### config.mk
export PLATFORM = sky130hd
export DESIGN_NAME = tsc_cmd_fifo
export DESIGN_NICKNAME = d
export VERILOG_FILES = /design/src/rtl/tsc_pkg.sv /design/src/rtl/tsc_cmd_fifo.sv
export SDC_FILE = /design/constraint.sdc
export NUM_CORES = 1
export LEC_CHECK = 0
export BUFFER_PORTS_ARGS = -buffer_cell sky130_fd_sc_hd__buf_2
export CAP_MARGIN = 10
export CORE_AREA = 2 2 108 131
export CTS_CLUSTER_DIAMETER = 60
export DETAILED_ROUTE_END_ITERATION = 12
export DIE_AREA = 0 0 110 133
export GPL_ROUTABILITY_DRIVEN = 1
export PLACE_DENSITY = 0.77
export RECOVER_POWER = 50
export SYNTH_ARGS = -nofsm -noshare
export SYNTH_HDL_FRONTEND = slang
export SYNTH_SLANG_ARGS = --single-unit
### constraint.sdc
create_clock -name clk -period 2.1 [get_ports clk]
set_clock_uncertainty 0.1 [all_clocks]
set_input_delay 0.105 -clock clk [delete_from_list [all_inputs] [get_ports clk]]
set_output_delay 0.105 -clock clk [all_outputs]
set_load 0.01 [all_outputs]
### src/rtl/tsc_pkg.sv
// Shared types and constants of the tilemap scroll coordinate generator.
// Used by tsc_front, tsc_cmd_fifo, tsc_back and the top level.
`default_nettype none

package tsc_pkg;

  // stream widths
  localparam int IN_TDATA_W  = 48;
  localparam int OUT_TDATA_W = 24;
  localparam int CFG_DATA_W  = 9;
  localparam int CFG_IDX_W   = 2;

  // input item kinds (tuser)
  localparam logic [1:0] KIND_BUS_WRITE = 2'd0;
  localparam logic [1:0] KIND_LATCH     = 2'd1;
  localparam logic [1:0] KIND_LOOKUP    = 2'd2;

  localparam logic [1:0] LAYER_FIXED = 2'd0;
  localparam logic [1:0] LAYER_ONE   = 2'd1;
  localparam logic [1:0] LAYER_TWO   = 2'd2;

  // register indexes
  localparam logic [CFG_IDX_W-1:0] CFG_CROP_X = 2'd0;
  localparam logic [CFG_IDX_W-1:0] CFG_CROP_Y = 2'd1;

  // bus address decode
  localparam logic [13:0] CTRL_ADDR = 14'h1c80;
  localparam logic [13:0] WIN_MASK  = 14'h1c00;
  localparam logic [13:0] WIN_BASE  = 14'h1800;

  // word index inside a window (byte offset / 2)
  localparam logic [8:0] X_WORD_BASE = 9'h100;  // byte 0x200
  localparam logic [8:0] Y0_WORD     = 9'd6;    // byte 0x00c, even
  localparam logic [8:0] X_BIAS      = 9'd6;

  // control byte field codes
  localparam logic [1:0] CTRL_ROW8 = 2'd2;
  localparam logic [1:0] CTRL_ROW1 = 2'd3;

  // last latch step per mode (step 0 is the single fixed entry)
  localparam logic [8:0] LAST_ROW8   = 9'd32;
  localparam logic [8:0] LAST_ROW1   = 9'd256;
  localparam logic [8:0] LAST_COL    = 9'd64;
  localparam logic [8:0] LAST_GLOBAL = 9'd1;

  localparam logic [9:0] CLEAR_LAST = 10'd1023;

  localparam int CMDQ_PTR_W = 2;

  typedef enum logic [1:0] {
    MODE_ROW8   = 2'd0,
    MODE_ROW1   = 2'd1,
    MODE_COL    = 2'd2,
    MODE_GLOBAL = 2'd3
  } scroll_mode_t;

  typedef enum logic [1:0] {
    OP_RAM_WR  = 2'd0,
    OP_CTRL_WR = 2'd1,
    OP_LATCH   = 2'd2,
    OP_LOOKUP  = 2'd3
  } cmd_op_t;

  typedef struct packed {
    cmd_op_t     op;
    logic [13:0] address;
    logic [7:0]  data;
    logic [1:0]  layer;
    logic [8:0]  dest_x;
    logic [7:0]  dest_y;
  } cmd_t;

  typedef enum logic [1:0] {
    ST_CLEAR = 2'd0,
    ST_READY = 2'd1,
    ST_LATCH = 2'd2
  } back_state_t;

  typedef struct packed {
    logic clearing;
  } back_status_t;

endpackage

`default_nettype wire

### src/rtl/tsc_cmd_fifo.sv
// Short command queue between the front end and the executing back end.
// Depends on tsc_pkg for the command word type.
`default_nettype none

module tsc_cmd_fifo (
  input  wire logic          clk,
  input  wire logic          rst_n,
  input  wire logic          push,
  input  wire tsc_pkg::cmd_t push_cmd,
  output logic               full,
  input  wire logic          pop,
  output logic               head_valid,
  output tsc_pkg::cmd_t      head
);
  import tsc_pkg::*;

  localparam int Depth = 1 << CMDQ_PTR_W;
  localparam logic [CMDQ_PTR_W:0] FULL_CNT = (CMDQ_PTR_W+1)'(Depth);

  cmd_t                  mem_r [Depth];
  logic [CMDQ_PTR_W-1:0] wr_ptr_r, rd_ptr_r;
  logic [CMDQ_PTR_W:0]   cnt_r, cnt_nxt;

  assign full       = (cnt_r == FULL_CNT);
  assign head_valid = (cnt_r != '0);
  assign head       = mem_r[rd_ptr_r];

  always_comb begin
    case ({push, pop})
      2'b10:   cnt_nxt = cnt_r + 1'b1;
      2'b01:   cnt_nxt = cnt_r - 1'b1;
      default: cnt_nxt = cnt_r;
    endcase
  end

  always_ff @(posedge clk) begin
    if (!rst_n) begin
      wr_ptr_r <= '0;
      rd_ptr_r <= '0;
      cnt_r    <= '0;
    end else begin
      cnt_r <= cnt_nxt;
      if (push) wr_ptr_r <= wr_ptr_r + 1'b1;
      if (pop)  rd_ptr_r <= rd_ptr_r + 1'b1;
    end
  end

  always_ff @(posedge clk) begin
    if (push) mem_r[wr_ptr_r] <= push_cmd;
  end

endmodule

`default_nettype wire

* Word level (Yosys, flattened, before mapping)
Memory sizes are Yosys's and may differ from the RTL's. A register that Yosys moved wholly into a read port is not among the register bits. Cells that the tools add are included.
Word-level totals: bits in registers 7, bits in writable memories 172, memories kept 1
Cells by class: $add $sub $neg 4, equality and inequality tests 3, muxes and demuxes 5, reductions and logical operators 2
Memory list:
- mem_r | words 4, bits a word 43, rd ports 1, clocked after memory_dff 1, write ports 1, RTL line tsc_cmd_fifo.sv:20 | cmd_t mem_r [Depth];
Operator list (number):
- one-hot mux 3 bit (2 select lines) | 1
- adder 2 x 1 -> 2 bit (second input constant) | 2
- 2-to-1 mux 2 bit | 2
- adder 3 x 1 -> 3 bit (second input constant) | 1
- equality test 3 bit (second input constant) | 1
- nonzero test 3 bit | 1
- subtractor 3 x 1 -> 3 bit (second input constant) | 1
- equality test 2 x 1 -> 1 bit (second input constant) | 1
- equality test 2 bit (second input constant) | 1
- 2-to-1 mux 1 bit | 2
- nonzero test 2 bit | 1

* Logic depth before layout (Yosys ltp)
depth after elaboration 3, mapped depth 7, depth with buffers taken out 7

* Worst setup path after synthesis
Ideal clock, no wire load.
path type register -> register, from register wr_ptr_r[0], to memory mem_r[2][0] in the netlist's numbering, enable pin, library setup time 0.405 ns, arrival time 1.576 ns, slack 0.019 ns, cell stages (with the launch flop) 4, buffers on the path 0, period minus slack after synthesis 2.081 ns, cells stage by stage dfxtp_1 > inv_1 > ha_1 > and2_1
RTL lines:
- from (decl) | RTL line tsc_cmd_fifo.sv:21 | logic [CMDQ_PTR_W-1:0] wr_ptr_r, rd_ptr_r;
- from (signal assigned) | RTL line tsc_cmd_fifo.sv:43 | if (push) wr_ptr_r <= wr_ptr_r + 1'b1;
- to (decl) | RTL line tsc_cmd_fifo.sv:20
Straight into the memory's write port.

==> flow_metrics.env <==
export IMPL_dieArea_um2=14600
export IMPL_synth_mux_area_frac=0.147
export IMPL_grt_pass1_vias=3501
export IMPL_row_count=47
export IMPL_nets=482
export IMPL_setup_slack_ns=0.156
export IMPL_rsz0062_at_grt="no"
export IMPL_cts_tree="done"
export IMPL_routed_wl_mm=11.5
export IMPL_die_width_um=110
export IMPL_dr_pass1_iters=4
export IMPL_tightest_slew_ns=0.719
export IMPL_gr_total_overflow=0
export IMPL_synth_xor_area_share=0.00652
export IMPL_p_int_mw=6.12
export IMPL_diodes=0
export IMPL_p_per_area_nw_per_um2=947
export IMPL_mostFrequentLayoutCell="edfxtp_1"
export IMPL_antenna_found_initial=0
export IMPL_cts_resized_gates=0
export IMPL_post_route_period_util=0.925
export IMPL_synth_fp_nets=324
export IMPL_drtIter0Drc=182
export IMPL_routed_via_density=5.23
export IMPL_pwr_share_seq=0.529
export IMPL_gr_usage_all_layers=0.170
export IMPL_yosys_area_share_simple=0.0142
export IMPL_htree_levels=4
export IMPL_r2r_slack_ns=0.33
export IMPL_slew_viol_final=0
export IMPL_core_area_um2=13500
export IMPL_critical_path_max_fanout=12
export IMPL_synth_compound_area_share=0.00261
export IMPL_grt_pass1_wl_mm=18.2
export IMPL_finalSetupTns_ns=0
export IMPL_fmax_ghz=0.515
export IMPL_yosys_warnings=0
export IMPL_grt_most_used_layer="met2"
export IMPL_grt_use_met2=0.292
export IMPL_clock_path_buffers=2
export IMPL_die_h_um=133
export IMPL_ys_seq_area_frac=0.796
export IMPL_min_period_ns=1.94
export IMPL_post_synth_num_cell_types=21
export IMPL_worstReg2RegStart="wr_ptr_r[0]"
export IMPL_clock_latency_ns=0.41
export IMPL_p_clk_frac=0.367
export IMPL_ioPinCount=92
export IMPL_pre_cts_slack_ns=0.340
export IMPL_io_buffers=91
export IMPL_maxCapViolCount=0
export IMPL_start_util=0.498
export IMPL_dr_total_vias=3209
export IMPL_setup_worst_path_class="reg2out"
export IMPL_cts_buffers=17
export IMPL_final_cell_mix="edfxtp_1, clkbuf_1, dlygate4sd3_1"
export IMPL_gp_congestion=0.672
export IMPL_p_leak_nw=2.79
export IMPL_r2r_end="mem_r[3][9]"
export IMPL_r2r_cells=3
export IMPL_met1_usage=0.206
export IMPL_hold_path_class="in2reg"
export IMPL_synth_top_family_by_area="multiplexers"
export IMPL_ir_worst_vdd_v=0.000504
export IMPL_synth_fa_ha_area_frac=0.0123
export IMPL_layout_drive_gt1_share=0.301
export IMPL_post_drt_wl_per_cell_um=18.7
export IMPL_p_total_mw=7.93
export IMPL_clk_pin_slew_ns=0.07
export IMPL_cp_start_kind="register"
export IMPL_p_sw_frac=0.228
export IMPL_utilization=0.622
export IMPL_power_share_combinational=0.105
export IMPL_ant_nets=0
export IMPL_drcViolationCount=0
export IMPL_area_growth_pct=24.8
export IMPL_crit_path_end="head[37]"
export IMPL_setup_violations=0
export IMPL_synth_cells=271
export IMPL_holdWs_ns=0.383
export IMPL_ys_seq_elements=181
export IMPL_hpwl_mm=6.48
export IMPL_arrival_ns=1.74
export IMPL_syn_area_um2=6710
export IMPL_endpoint_kind="output pin"
export IMPL_met3_usage=0.0399
export IMPL_status="complete, no violations"
export IMPL_grt_max_degree=44
export IMPL_relSlewSlack=0.521
export IMPL_crit_required_ns=1.89
export IMPL_clock_sinks=181
export IMPL_syn_avg_cell_area_um2=24.8
export IMPL_net_switching_power_mw=1.81
export IMPL_root_buffer="clkbuf_16"
export IMPL_finalHoldViolations=0
-- cells by family after synthesis --
kind of cell | count (synthesis)
XOR/XNOR | 5
AND/OR/NAND/NOR | 16
multiplexers | 44
adder cells (fa/ha/maj) | 6
AO/OA/AOI/OAI | 3
buffers and inverters | 16
flip-flops | 181
-- flip-flops by register name (all words and copies together), names as in the netlist, named ones only --
register  flops
mem_r       172
cnt_r         3
rd_ptr_r      2
wr_ptr_r      2
-- timing repair --
item	in CTS	in global routing
hold endpoints to repair	181	0
endpoints found under the setup margin	29	0
hold buffers	47	0
setup buffers	2	0
-- worst min-delay path by stage --
stage | from | end | slack, ns | cells after the start
global route | push_cmd[34] | mem_r[2][34] | 0.39 | 2
floorplan | push_cmd[0] | mem_r[0][0] | 0.10 | 0
global placement | push_cmd[15] | mem_r[0][15] | 0.21 | 1
CTS | push_cmd[24] | mem_r[0][24] | 0.31 | 2
detailed placement | push_cmd[37] | mem_r[1][37] | 0.22 | 1
finish | push_cmd[24] | mem_r[0][24] | 0.38 | 2
-- cell usage after synthesis --
master    count  area share
clkbuf_1      1     0.00056
or3_1         2      0.0019
inv_1         6      0.0034
fa_1          1      0.0030
and3_1        1     0.00093
nor2b_1       1     0.00093
mux4_2       40        0.13
mux2i_1       1      0.0015
o21ai_0       2      0.0015
nand2_1       2      0.0011
buf_12        4       0.012
buf_6         1      0.0017
ha_1          5      0.0093
and2_1       10      0.0093
a21boi_0      1      0.0011
dfxtp_1       9       0.027
mux4_1        3       0.012
buf_2         4      0.0030
edfxtp_1    172        0.77
xnor2_1       2      0.0026
xor2_1        3      0.0039
-- through the flow --
stage                     instance area, um^2  cells
after CTS                                8460    613
after global routing                     8370    613
after floorplan                          6710    271
final                                    8370    613
after global placement                   7410    532
after detailed placement                 7410    532
-- power groups by stage --
stage	sequential [mW]	clock (mW)	combinational (mW)
after floorplan	4.25	0	0.496
after global placement	4.27	0	0.750
after detailed placement	4.28	0	0.768
after CTS	4.19	2.97	0.866
after global routing	4.21	3.10	0.913
final	4.19	2.91	0.832
-- critical path, cell delays in order, from the launching register on --
cell,delay [ns]
dfxtp_4,0.42
buf_12,0.17
mux4_1,0.57
buf_2,0.16
-- area by class of cell --
type | count | area [um^2]
Sequential cell | 181 | 5350
Fill cell | 926 | 5090
Multi-Input combinational cell | 74 | 1230
Timing Repair Buffer | 149 | 1000
Clock buffer | 19 | 433
Tap cell | 171 | 214
Clock inverter | 13 | 119
Inverter | 6 | 22.5
-- layer usage --
layer | up-vias | wire length, um
li1 | 1452 | -
met1 | 1662 | 4570
met2 | 82 | 6320
met3 | 13 | 404
met4 | 0 | 177
met5 | - | 0
Power figures use the tool's default switching activity.
