### config.mk
export PLATFORM = sky130hd
export DESIGN_NAME = tsc_front
export DESIGN_NICKNAME = d
export VERILOG_FILES = /design/src/rtl/tsc_pkg.sv /design/src/rtl/tsc_front.sv
export SDC_FILE = /design/constraint.sdc
export NUM_CORES = 1
export LEC_CHECK = 0
export BUFFER_PORTS_ARGS = -buffer_cell sky130_fd_sc_hd__buf_2
export CELL_PAD_IN_SITES_DETAIL_PLACEMENT = 1
export CELL_PAD_IN_SITES_GLOBAL_PLACEMENT = 1
export CORE_MARGIN = 1
export CORE_UTILIZATION = 13
export DETAILED_ROUTE_END_ITERATION = 8
export GPL_TIMING_DRIVEN = 0
export MAX_ROUTING_LAYER = met4
export PLACE_DENSITY_LB_ADDON = 0.15
export SYNTH_ARGS = -nofsm -noshare
export SYNTH_HDL_FRONTEND = slang
export SYNTH_SLANG_ARGS = --single-unit
### constraint.sdc
create_clock -name vclk -period 2.1
set_input_delay 0.315 -clock vclk [all_inputs]
set_output_delay 0.315 -clock vclk [all_outputs]
set_load 0.02 [all_outputs]
### src/rtl/tsc_pkg.sv
// Shared types and constants of the tilemap scroll coordinate generator.
// Used by tsc_front, tsc_cmd_fifo, tsc_back and the top level.
`default_nettype none

package tsc_pkg;

  // stream widths
  localparam int IN_TDATA_W  = 48;
  localparam int OUT_TDATA_W = 24;
  localparam int CFG_DATA_W  = 9;
  localparam int CFG_IDX_W   = 2;

  // input item kinds (tuser)
  localparam logic [1:0] KIND_BUS_WRITE = 2'd0;
  localparam logic [1:0] KIND_LATCH     = 2'd1;
  localparam logic [1:0] KIND_LOOKUP    = 2'd2;

  localparam logic [1:0] LAYER_FIXED = 2'd0;
  localparam logic [1:0] LAYER_ONE   = 2'd1;
  localparam logic [1:0] LAYER_TWO   = 2'd2;

  // register indexes
  localparam logic [CFG_IDX_W-1:0] CFG_CROP_X = 2'd0;
  localparam logic [CFG_IDX_W-1:0] CFG_CROP_Y = 2'd1;

  // bus address decode
  localparam logic [13:0] CTRL_ADDR = 14'h1c80;
  localparam logic [13:0] WIN_MASK  = 14'h1c00;
  localparam logic [13:0] WIN_BASE  = 14'h1800;

  // word index inside a window (byte offset / 2)
  localparam logic [8:0] X_WORD_BASE = 9'h100;  // byte 0x200
  localparam logic [8:0] Y0_WORD     = 9'd6;    // byte 0x00c, even
  localparam logic [8:0] X_BIAS      = 9'd6;

  // control byte field codes
  localparam logic [1:0] CTRL_ROW8 = 2'd2;
  localparam logic [1:0] CTRL_ROW1 = 2'd3;

  // last latch step per mode (step 0 is the single fixed entry)
  localparam logic [8:0] LAST_ROW8   = 9'd32;
  localparam logic [8:0] LAST_ROW1   = 9'd256;
  localparam logic [8:0] LAST_COL    = 9'd64;
  localparam logic [8:0] LAST_GLOBAL = 9'd1;

  localparam logic [9:0] CLEAR_LAST = 10'd1023;

  localparam int CMDQ_PTR_W = 2;

  typedef enum logic [1:0] {
    MODE_ROW8   = 2'd0,
    MODE_ROW1   = 2'd1,
    MODE_COL    = 2'd2,
    MODE_GLOBAL = 2'd3
  } scroll_mode_t;

  typedef enum logic [1:0] {
    OP_RAM_WR  = 2'd0,
    OP_CTRL_WR = 2'd1,
    OP_LATCH   = 2'd2,
    OP_LOOKUP  = 2'd3
  } cmd_op_t;

  typedef struct packed {
    cmd_op_t     op;
    logic [13:0] address;
    logic [7:0]  data;
    logic [1:0]  layer;
    logic [8:0]  dest_x;
    logic [7:0]  dest_y;
  } cmd_t;

  typedef enum logic [1:0] {
    ST_CLEAR = 2'd0,
    ST_READY = 2'd1,
    ST_LATCH = 2'd2
  } back_state_t;

  typedef struct packed {
    logic clearing;
  } back_status_t;

endpackage

`default_nettype wire

### src/rtl/tsc_front.sv
// Front end: unpacks input words, classifies them and drops items with no effect.
// Depends on tsc_pkg; feeds tsc_cmd_fifo.
`default_nettype none

module tsc_front (
  input  wire logic                            in_tvalid,
  output logic                                 in_tready,
  input  wire logic [1:0]                      in_tuser,   // kind
  // address[13:0], data[21:14], layer[23:22], dest_x[32:24], dest_y[40:33]
  input  wire logic [tsc_pkg::IN_TDATA_W-1:0]  in_tdata,
  input  wire logic                            q_full,
  input  wire tsc_pkg::back_status_t           status,
  output logic                                 push,
  output tsc_pkg::cmd_t                        cmd
);
  import tsc_pkg::*;

  logic keep;

  assign in_tready = !q_full && !status.clearing;

  always_comb begin
    cmd.op      = OP_LOOKUP;
    cmd.address = in_tdata[13:0];
    cmd.data    = in_tdata[21:14];
    cmd.layer   = in_tdata[23:22];
    cmd.dest_x  = in_tdata[32:24];
    cmd.dest_y  = in_tdata[40:33];
    keep        = 1'b0;
    case (in_tuser)
      KIND_BUS_WRITE: begin
        if ((in_tdata[13:0] & WIN_MASK) == WIN_BASE) begin
          cmd.op = OP_RAM_WR;
          keep   = 1'b1;
        end else if (in_tdata[13:0] == CTRL_ADDR) begin
          cmd.op = OP_CTRL_WR;
          keep   = 1'b1;
        end
      end
      KIND_LATCH: begin
        cmd.op = OP_LATCH;
        keep   = 1'b1;
      end
      KIND_LOOKUP: begin
        cmd.op = OP_LOOKUP;
        keep   = (in_tdata[23:22] inside {LAYER_FIXED, LAYER_ONE, LAYER_TWO});
      end
      default: keep = 1'b0;
    endcase
  end

  assign push = in_tvalid && in_tready && keep;

endmodule

`default_nettype wire

Word-level counts from Yosys, hierarchy flattened
Index checks and enable logic that the tools add are counted.
- flip-flop bits (word level): 0
- bits of input ports: 53
- output and inout bits: 45
- eq/ne operators: 6
- multiplexer cells: 6
- reductions and logical operators: 8
- operators with widths (cell ; count):
    14-bit by 13-bit == test with 1-bit output (second input constant) ; 1
    2-bit by 1-bit == test with 1-bit output (second input constant) ; 2
    2-bit == test (second input constant) ; 2
    2-bit zero test ; 2
    2-bit two-way mux ; 2
    2-bit case mux with 2 select lines ; 1
    3-bit == test (second input constant) ; 1
    1-bit logical AND ; 3
    1-bit case mux with 3 select lines ; 1
    3-bit nonzero test ; 1
    1-bit zero test ; 2
    1-bit two-way mux ; 2

Longest topological paths before layout
Gate-level depths: netlist of the first run.
- depth after elaboration: 5
- gate-level depth with buffers: 3
- depth with buffers taken out: 3

Worst setup path after synthesis of the first run
Ideal clock, no wire load.
- path type: input-to-output
- from: input port in_tuser[1]
- to: output port push
- arrival time: 1.103 ns
- slack: 0.682 ns
- stages: 3
- path buffers: 0
- cell sequence: nor4bb_4 -> a221oi_1 -> a21oi_1
- cells in the longest elaborated chain, start to end: 3
- elaborated cells on any way between the ends: 5
- classes of those cells: eq/ne: 2; mux: 1; reduce/logical: 2
- ends and longest elaborated chain (what ; RTL line ; text):
    from (decl) ; tsc_front.sv:8 ; input wire logic [1:0] in_tuser,
    2-bit == test, or another cell as far along ; tsc_front.sv:30 ; case (in_tuser)
    1-bit case mux with 3 select lines (*) ; tsc_front.sv:30 ;
    1-bit logical AND (*) ; tsc_front.sv:52 ; assign push = in_tvalid && in_tready && keep;
    to (decl) ; tsc_front.sv:13 ; output logic push,
Mark *: on every way between the ends. The rest lies on a longest branch, timed or not.

Worst setup path after layout of the first run
- from: input port in_tdata[2] (netlist name)
- to: output port push
- cells in the longest elaborated chain, start to end: 5
- ends and longest elaborated chain (what ; RTL line ; text):
    from (decl) ; tsc_front.sv:10 ; input wire logic [tsc_pkg::IN_TDATA_W-1:0] in_tdata,
    14-bit by 13-bit == test with 1-bit output ; tsc_front.sv:35 ; end else if (in_tdata[13:0] == CTRL_ADDR) begin
    1-bit two-way mux ; tsc_front.sv:35 ;
    1-bit two-way mux ; tsc_front.sv:32 ; if ((in_tdata[13:0] & WIN_MASK) == WIN_BASE) begin
    1-bit case mux with 3 select lines ; tsc_front.sv:30 ;
    1-bit logical AND ; tsc_front.sv:52 ;
Every way passes these cells.

==> summary.txt, run 1 <==
Status
  • Status: completed

Floorplan
  • Die ar.: approximately 3500 µm²
  • Area of the core: around 3100 µm²
  • # IOs: 98
  • Die width: around 60 µm
  • Row cnt: 20
  • Die extent in y: between 50 and 60 µm
  • Initial Util: between 10% and 20%

Final layout
  • Flip-flop and latch count: 0
  • Ant diodes: 0
  • Area grow syn2layout: 91.1%
  • Non-Filler Instances: approximately 170
  • CLK BUF: 0
  • Layout cells sized above 1: between 80% and 90%
  • Final #Nets: roughly 180
  • Reg area: 0 µm²

Clock network
  • Setup repair bufs after CTS: 0
  • Hold buffer count at CTS: 0
  • Post_cts resized: 0

Power
  • Power per cell area: ~240 nW/µm²
  • Leakage power: roughly 0.50 nW
  • VDD IR max: a little over 0.00007 V
  • Total power: between 0.15 and 0.2 mW

Place
  • Dpl hpwl: 1280 µm
  • Gpl congestion: 0.581
  • Post-Place Worst Slack: roughly 0.46 ns
  • # placed instances: 167
  • IO buf count: 66

GRT
  • Total track usage: slightly below 6%
  • First-pass GRT wire length: ~1700 µm
  • Total gr overflow: 0
  • Number of global-route vias before repair: between 400 and 500
  • Largest net degree at the start of global routing: 5
  • Initial antenna violation count: 0

STA
  • Final setup fails: 0
  • Fin crit share: 76.6%
  • Relative slew slack: 74.5%
  • Final worst setup slack: 0.491 ns
  • Final hold vios: 0
  • Fmax achieved: between 0.6 and 0.7 GHz
  • Worst slew pin tran: between 0.3 and 0.4 ns
  • Fin Hold WS: approximately 0.85 ns
  • Post-layout min period: 1.61 ns
  • RSZ-0062 raised after global routing: false
  • Setup tns final: 0 ns
  • Slew Viols, Final: 0

Synthesis
  • Top cell type's share of synthesized area: ~73%
  • Top cells by area, synth: buf_4 73%, nor4bb_4 5.9%, and3_1 3.0%
  • Sequential area share after synthesis: 0%
  • Synthesis Warnings: 0
  • Synthesized area per cell: about 7.4 µm²
  • Cell with the most instances after synthesis: buf_4
  • Count of cell types in the netlist: 14
  • Post-Syn Nets: 110
  • Cell area after synthesis: between 400 and 500 µm²
  • Post-Synthesis Cells: 57
  • Most frequent cells after synthesis: 41 x buf_4, 2 x a21oi_1, 2 x and3_1, 2 x nor4_1
  • Area leader, netlist: buf_4

Setup path
  • Data required, critical path: 1.78 ns
  • Crit path DAT: about 1.3 ns
  • Crit. End Element: primary output
  • Crit path launch type: input port
  • Largest fanout on the critical path: 2
  • Kind of critical path: in -> out

Route
  • Detail Route Antenna Nets: 0
  • DR vias: roughly 560
  • # DRC: 0
  • TritonRoute pass-1 iters: 2
  • Final wirelength: about 1300 µm
  • Iter 0 DRT Violations: 2
  • Routed vias/inst: about 3.3
  • WL per Instance: approximately 8 µm

Job
  • Max-Cap Viols: 0

Min path
  • Tightest Hold Check Type: in -> out
-- cells in the final DEF (no fill, tap or decap), drive strengths merged --
master / Yosys / routed
nor2: 1 / 1
and2b: 1 / 1
nor3b: 1 / 1
nand2: 1 / 1
a21oi: 2 / 2
o21bai: 1 / 1
nand4: 1 / 1
nor4bb: 1 / 1
inv: 1 / 1
o21ai: 1 / 1
and3: 2 / 2
buf: 41 / 107
a221oi: 1 / 1
nor4: 2 / 2
-- layer usage --
layer	up-vias	share of wire (%)	wire length (µm)	GRT usage [%]
met2	56	47	610	12.0
met5	-	0	0	-
met3	0	16	212	0.437
li1	280	-	-	-
met1	220	37	477	6.61
met4	0	0	0	0
-- power by group --
| group | total [mW] | switching (mW) | internal [mW] |
|---|---|---|---|
| sequential | 0 | 0 | 0 |
| combinational | 0.193 | 0.0957 | 0.0972 |
| clock | 0 | 0 | 0 |
| total | 0.193 | 0.0957 | 0.0972 |
-- final cells by class --
| type | count | area, µm² |
|---|---|---|
| tap | 44 | 55.1 |
| inverter | 1 | 3.75 |
| multi-input combinational | 15 | 111 |
| buffer | 41 | 308 |
| timing repair buffer | 66 | 330 |
| fill | 419 | 2270 |
-- worst paths after layout --
path	from	slack (ns)	endpoint	cells after the start
max	in_tdata[2]	0.49	push	5
min	in_tdata[34]	0.85	cmd[1]	2
-- worst max-delay path: stages --
cell     delay, ns
buf_2         0.10
nor4_1        0.39
nand4_1       0.14
a21oi_1       0.17
buf_2         0.19
-- kinds of logic after synthesis --
logic type | Yosys count | share of synthesized area, %
AO/OA/AOI/OAI | 5 | 7.40
buffers and inverters | 42 | 73.7
AND/OR/NAND/NOR | 10 | 18.9
-- per-stage QoR --
stage	util [%]	area, µm²
after global routing	26.3	808
after detailed placement	26.3	808
after floorplan	-	423
after global placement	26.3	808
final	26.3	808
after CTS	26.3	808
(Power assumes the default switching activity.)
==> inputs of run 2 (changes only) <==
--- a/config.mk
+++ b/config.mk
@@ -5,11 +5,12 @@
 export SDC_FILE = /design/constraint.sdc
 export NUM_CORES = 1
 export LEC_CHECK = 0
+export ABC_AREA = 1
 export BUFFER_PORTS_ARGS = -buffer_cell sky130_fd_sc_hd__buf_2
 export CELL_PAD_IN_SITES_DETAIL_PLACEMENT = 1
 export CELL_PAD_IN_SITES_GLOBAL_PLACEMENT = 1
 export CORE_MARGIN = 1
-export CORE_UTILIZATION = 13
+export CORE_UTILIZATION = 12
 export DETAILED_ROUTE_END_ITERATION = 8
 export GPL_TIMING_DRIVEN = 0
 export MAX_ROUTING_LAYER = met4
==> constraint.sdc (replaced) <==
create_clock -name vclk -period 1.7
set_input_delay 0.255 -clock vclk [all_inputs]
set_output_delay 0.255 -clock vclk [all_outputs]
set_load 0.02 [all_outputs]
==> summary.txt, run 2 <==
Status
  • Status: completed

Synthesis
  • Most frequent cells after synthesis: 41 x buf_4, 10 x inv_1, 10 x nand2_1
  • Count of cell types in the netlist: 11 (-3)
  • Sequential area share after synthesis: 0% (unchanged)
  • Post-Synthesis Cells: 73 (+28%)
  • Post-Syn Nets: 126 (+15%)
  • Cell with the most instances after synthesis: buf_4
  • Cell area after synthesis: 447 µm² (+5.6%)
  • Synthesized area per cell: 6.12 µm² (-18%)
  • Top cell type's share of synthesized area: 68.9% (-3.9 points)
  • Area leader, netlist: buf_4
  • Top cells by area, synth: buf_4 69%, inv_1 8.4%, nand2_1 8.4%
  • Synthesis Warnings: 0 (unchanged)

STA
  • Final setup fails: 0 (unchanged)
  • Post-layout min period: 1.31 ns
  • RSZ-0062 raised after global routing: false
  • Setup tns final: 0 ns (unchanged)
  • Fmax achieved: roughly 0.77 GHz
  • Final worst setup slack: 0.394 ns (-0.0969 ns)
  • Worst slew pin tran: 0.134 ns (-0.245 ns)
  • Final hold vios: 0 (unchanged)
  • Slew Viols, Final: 0 (unchanged)
  • Fin crit share: 76.8%
  • Relative slew slack: 91.0% (+17 points)

Floorplan
  • Row cnt: 21 (+5.0%)
  • Initial Util: 13.0% (-0.76 points)
  • Area of the core: 3440 µm² (+12%)
  • # IOs: 98 (unchanged)
  • Die ar.: 3970 µm² (+14%)
  • Die width: 63.0 µm (+6.7%)
  • Die extent in y: 63.0 µm (+6.7%)

Power
  • Clock power frac: 0% (unchanged)
  • Leakage power: 0.556 nW (+10%)
  • VDD IR max: 0.0000666 V (-6.6%)
  • Power per cell area: 286 nW/µm² (+20%)
  • Combinational share of power: 100.0% (about the same)
  • Sw frac: 50.1% (+0.55 points)
  • Int Power: 0.119 mW (+22%)
  • Sequential share of power: 0% (unchanged)
  • Switching power: 0.120 mW (+25%)

GRT
  • Total gr overflow: 0 (unchanged)
  • First-pass GRT wire length: 1840 µm (+11%)
  • Largest net degree at the start of global routing: 4 (-1)
  • Total track usage: 5.42% (-0.51 points)
  • Initial antenna violation count: 0 (unchanged)
  • Number of global-route vias before repair: 472 (+12%)

Final layout
  • Flip-flop and latch count: 0 (unchanged)
  • Area occupied by multi-input gates: 101 µm² (-9.0%)
  • Ant diodes: 0 (unchanged)
  • Commonest cells after routing, fill and taps aside: 66 x buf_2, 41 x buf_4, 10 x inv_1, 10 x nand2_1, 5 x nor2_1
  • CLK BUF: 0 (unchanged)
  • Fill cells: 462 (+10%)
  • Most common cell after layout, fill and taps aside: buf_2
  • Final #Nets: 194 (+9.0%)
  • Post-Layout Inst Area: 835 µm² (+3.3%)
  • Layout cells sized above 1: 79.1% (-9.5 points)
  • Reg area: 0 µm² (unchanged)
  • Area grow syn2layout: 86.8%

Place
  • Dpl hpwl: 1230 µm (-3.6%)
  • Dpl cell area: 835 µm² (+3.3%)
  • Gpl congestion: 0.565 (-2.8%)
  • Post-Place Worst Slack: 0.350 ns (-0.110 ns)
  • IO buf count: 66 (unchanged)

Setup path
  • Crit path launch type: input port
  • Data required, critical path: 1.44 ns (-0.34 ns)
  • Crit path DAT: 1.05 ns (-0.24 ns)
  • Largest fanout on the critical path: 2 (unchanged)
  • Kind of critical path: in -> out
  • Crit. End Element: primary output

Route
  • Detail Route Antenna Nets: 0 (unchanged)
  • Final wirelength: 1250 µm (-3.6%)
  • TritonRoute pass-1 iters: 3 (+1)
  • Routed vias/inst: 3.28 (-1.4%)
  • DR vias: 607 (+9.2%)
  • WL per Instance: 6.77 µm (-13%)
  • # DRC: 0 (unchanged)
  • Iter 0 DRT Violations: 4 (+2)

Clock network
  • Setup repair bufs after CTS: 0 (unchanged)
  • Hold buffer count at CTS: 0 (unchanged)
  • Post_cts resized: 0 (unchanged)

Job
  • Max-Cap Viols: 0 (unchanged)

Min path
  • Tightest Hold Check Type: in -> out
[run 2: cell count changes after synthesis, moves of 2 or more]
cell and change:
nor2_1 +4, and3_1 -2, nand2_1 +9, inv_1 +9, nor4_1 -2, a21oi_1 -2
[run 2: cell type report]
type                       instances  area share (%)
buffer                            41            36.9
tap                               46            6.90
inverter                          10            4.50
multi-input combinational         22            12.1
timing repair buffer              66            39.6
[run 2: worst paths after layout]
kind,startpoint,endpoint,slack (ns),depth (start not counted)
setup / recovery,in_tdata[0],push,0.39,9
hold / removal,in_tdata[15],cmd[20],0.73,2
[run 2: power groups by stage]
| stage | Clock [mW] | Combinational (mW) | Sequential (mW) |
|---|---|---|---|
| final | 0 | 0.238 | 0 |
| after global routing | 0 | 0.257 | 0 |
| after CTS | 0 | 0.242 | 0 |
| after detailed placement | 0 | 0.242 | 0 |
| after global placement | 0 | 0.240 | 0 |
| after floorplan | 0 | 0.163 | 0 |
[run 2: cell families after synthesis]
kind of cell,share of synthesized area (%)
buffers and inverters,77.3
AND/OR/NAND/NOR,17.9
AO/OA/AOI/OAI,4.76
[run 2: worst max-delay path, cell delays in order]
cell and delay (ns):
buf_2 0.10, inv_1 0.04, nand2_1 0.05, nor2_1 0.12, nand3_1 0.08, nand2_1 0.08, nand2_2 0.06, a21oi_2 0.10
buf_2 0.17
[run 2: layer usage]
metal	global-route usage (%)	vias to the layer above	routed length (µm)
li1	-	306	-
met1	5.60	254	359
met2	11.3	47	699
met3	0.547	0	194
met4	0	0	0
met5	-	-	0
[run 2: per-stage QoR]
stage / power, mW / util, % / cells / hold WS, ns
2_1_floorplan: 0.163 / - / 73 / 0.592
5_1_grt: 0.257 / 24.2 / 185 / 0.730
3_3_place_gp: 0.240 / 24.2 / 185 / 0.729
4_1_cts: 0.242 / 24.2 / 185 / 0.728
3_5_place_dp: 0.242 / 24.2 / 185 / 0.728
6_report: 0.238 / 24.2 / 185 / 0.727
==> inputs of run 3 (changes only) <==
--- a/config.mk
+++ b/config.mk
@@ -10,7 +10,7 @@
 export CELL_PAD_IN_SITES_DETAIL_PLACEMENT = 1
 export CELL_PAD_IN_SITES_GLOBAL_PLACEMENT = 1
 export CORE_MARGIN = 1
-export CORE_UTILIZATION = 12
+export CORE_UTILIZATION = 11
 export DETAILED_ROUTE_END_ITERATION = 8
 export GPL_TIMING_DRIVEN = 0
 export MAX_ROUTING_LAYER = met4
==> constraint.sdc (replaced) <==
create_clock -name vclk -period 1.2
set_input_delay 0.18 -clock vclk [all_inputs]
set_output_delay 0.18 -clock vclk [all_outputs]
set_load 0.02 [all_outputs]
==> summary.txt, run 3 (synthesis gave the netlist of run 2 again) <==
Status
  • Status: completed

Power
  • Power per cell area: 406 nW/µm² (+42%)
  • Leakage power: 0.563 nW (+1.1%)
  • Total power: 0.362 mW (+52%)
  • VDD IR max: 0.000124 V (+86%)

Job
  • Max-Cap Viols: 0 (unchanged)

Floorplan
  • Initial Util: 11.8% (-1.1 points)
  • Row cnt: 22 (+4.8%)
  • Area of the core: 3770 µm² (+9.6%)
  • # IOs: 98 (unchanged)
  • Die ar.: 4320 µm² (+8.8%)
  • Die extent in y: 65.7 µm (+4.3%)
  • Die width: 65.7 µm (+4.3%)

Route
  • Routed vias/inst: 3.27 (-0.42%)
  • Iter 0 DRT Violations: 1 (-3)
  • TritonRoute pass-1 iters: 3 (unchanged)
  • Final wirelength: 1380 µm (+10%)
  • DR vias: 611 (+0.66%)
  • Detail Route Antenna Nets: 0 (unchanged)
  • WL per Instance: 7.39 µm (+9.0%)
  • # DRC: 0 (unchanged)

STA
  • Final hold vios: 0 (unchanged)
  • Slew Viols, Final: 0 (unchanged)
  • Relative slew slack: 88.7% (-2.3 points)
  • RSZ-0062 raised after global routing: true
  • Final setup fails: 0 (unchanged)
  • Worst slew pin tran: 0.167 ns (+0.0336 ns)
  • Fin crit share: between 90 and 100%
  • Post-layout min period: 1.14 ns
  • Fmax achieved: 0.874 GHz

Place
  • IO buf count: 66 (unchanged)
  • Gpl congestion: 0.615 (+8.8%)
  • Dpl hpwl: 1250 µm (+1.9%)
  • # placed instances: 187 (+1.1%)

Setup path
  • Largest fanout on the critical path: 3 (+1)
  • Crit path from: in_tuser[1]
  • Data required, critical path: 1.02 ns (-0.42 ns)
  • Crit path DAT: 0.96 ns (-0.09 ns)
  • Kind of critical path: in -> out
  • Crit path launch type: input port
  • Crit. End Element: primary output
  • Crit path capture: push

GRT
  • Initial antenna violation count: 0 (unchanged)
  • First-pass GRT wire length: 1710 µm (-7.1%)
  • Total gr overflow: 0 (unchanged)
  • Largest net degree at the start of global routing: 4 (unchanged)
  • Number of global-route vias before repair: 449 (-4.9%)
  • Total track usage: 4.81% (-0.61 points)

Clock network
  • Post_cts resized: 0 (unchanged)
  • Setup repair bufs after CTS: 0 (unchanged)
  • Hold buffer count at CTS: 0 (unchanged)

Final layout
  • Ant diodes: 0 (unchanged)
  • Most common cell after layout, fill and taps aside: buf_2
  • Layout Utilization: 23.7% (-0.56 points)
  • Flip-flop and latch count: 0 (unchanged)
  • Commonest cells after routing, fill and taps aside: 58 x buf_2, 42 x buf_4, 8 x inv_2, 8 x nand2_1, 7 x buf_6
  • Reg area: 0 µm² (unchanged)
  • Final #Nets: 194 (unchanged)
  • Area occupied by multi-input gates: 111 µm² (+9.9%)
  • Non-Filler Instances: 187 (+1.1%)
  • Layout cells sized above 1: 87.8% (+8.6 points)
  • CLK BUF: 0 (unchanged)
  • Area grow syn2layout: 100%
  • Fill cells: 498 (+7.8%)

Min path
  • Tightest Hold Check Type: in -> out
## run 3: cell type report
type	count	share of cell area (%)
multi-input combinational	22	12.5
inverter	10	4.20
buffer	41	34.5
tap	48	6.72
timing repair buffer	66	42.2
## run 3: worst max-delay path, stage by stage
cell,delay [ns]
buf_2,0.11
or2_1,0.25
nor2_2,0.10
nand2_2,0.07
a21oi_2,0.12
buf_4,0.14
## run 3: worst min path at each step
stage	from	end	slack, ns	depth (start not counted)
final	in_tdata[28]	cmd[12]	0.58	2
after global routing	in_tdata[29]	cmd[13]	0.58	2
after CTS	in_tdata[40]	cmd[7]	0.58	2
after detailed placement	in_tdata[31]	cmd[15]	0.58	2
after global placement	in_tdata[15]	cmd[20]	0.58	2
after floorplan	status	in_tready	0.44	1
## run 3: metrics by stage
stage / TNS [ns] / hold WS [ns] / setup slack, ns / cell area [µm²]
final: 0 / 0.577 / 0.0561 / 893
after global routing: -0.0132 / 0.579 / -0.0132 / 893
after CTS: 0 / 0.578 / 0.0151 / 837
after detailed placement: 0 / 0.578 / 0.0139 / 837
after global placement: 0 / 0.579 / 0.0155 / 837
after floorplan: 0 / 0.442 / 0.133 / 447
## run 3: layer usage
layer | track usage (%) | vias up | part of all wire [%] | wire [µm]
met3 | 0.347 | 0 | 11 | 158
li1 | - | 305 | - | -
met2 | 9.69 | 45 | 56 | 779
met1 | 5.33 | 261 | 32 | 443
met4 | 0 | 0 | 0 | 0
met5 | - | - | 0 | 0
## run 3: report_power, final
group / leakage (nW) / switching (mW) / internal, mW
sequential: 0 / 0 / 0
combinational: 0.563 / 0.177 / 0.185
clock: 0 / 0 / 0
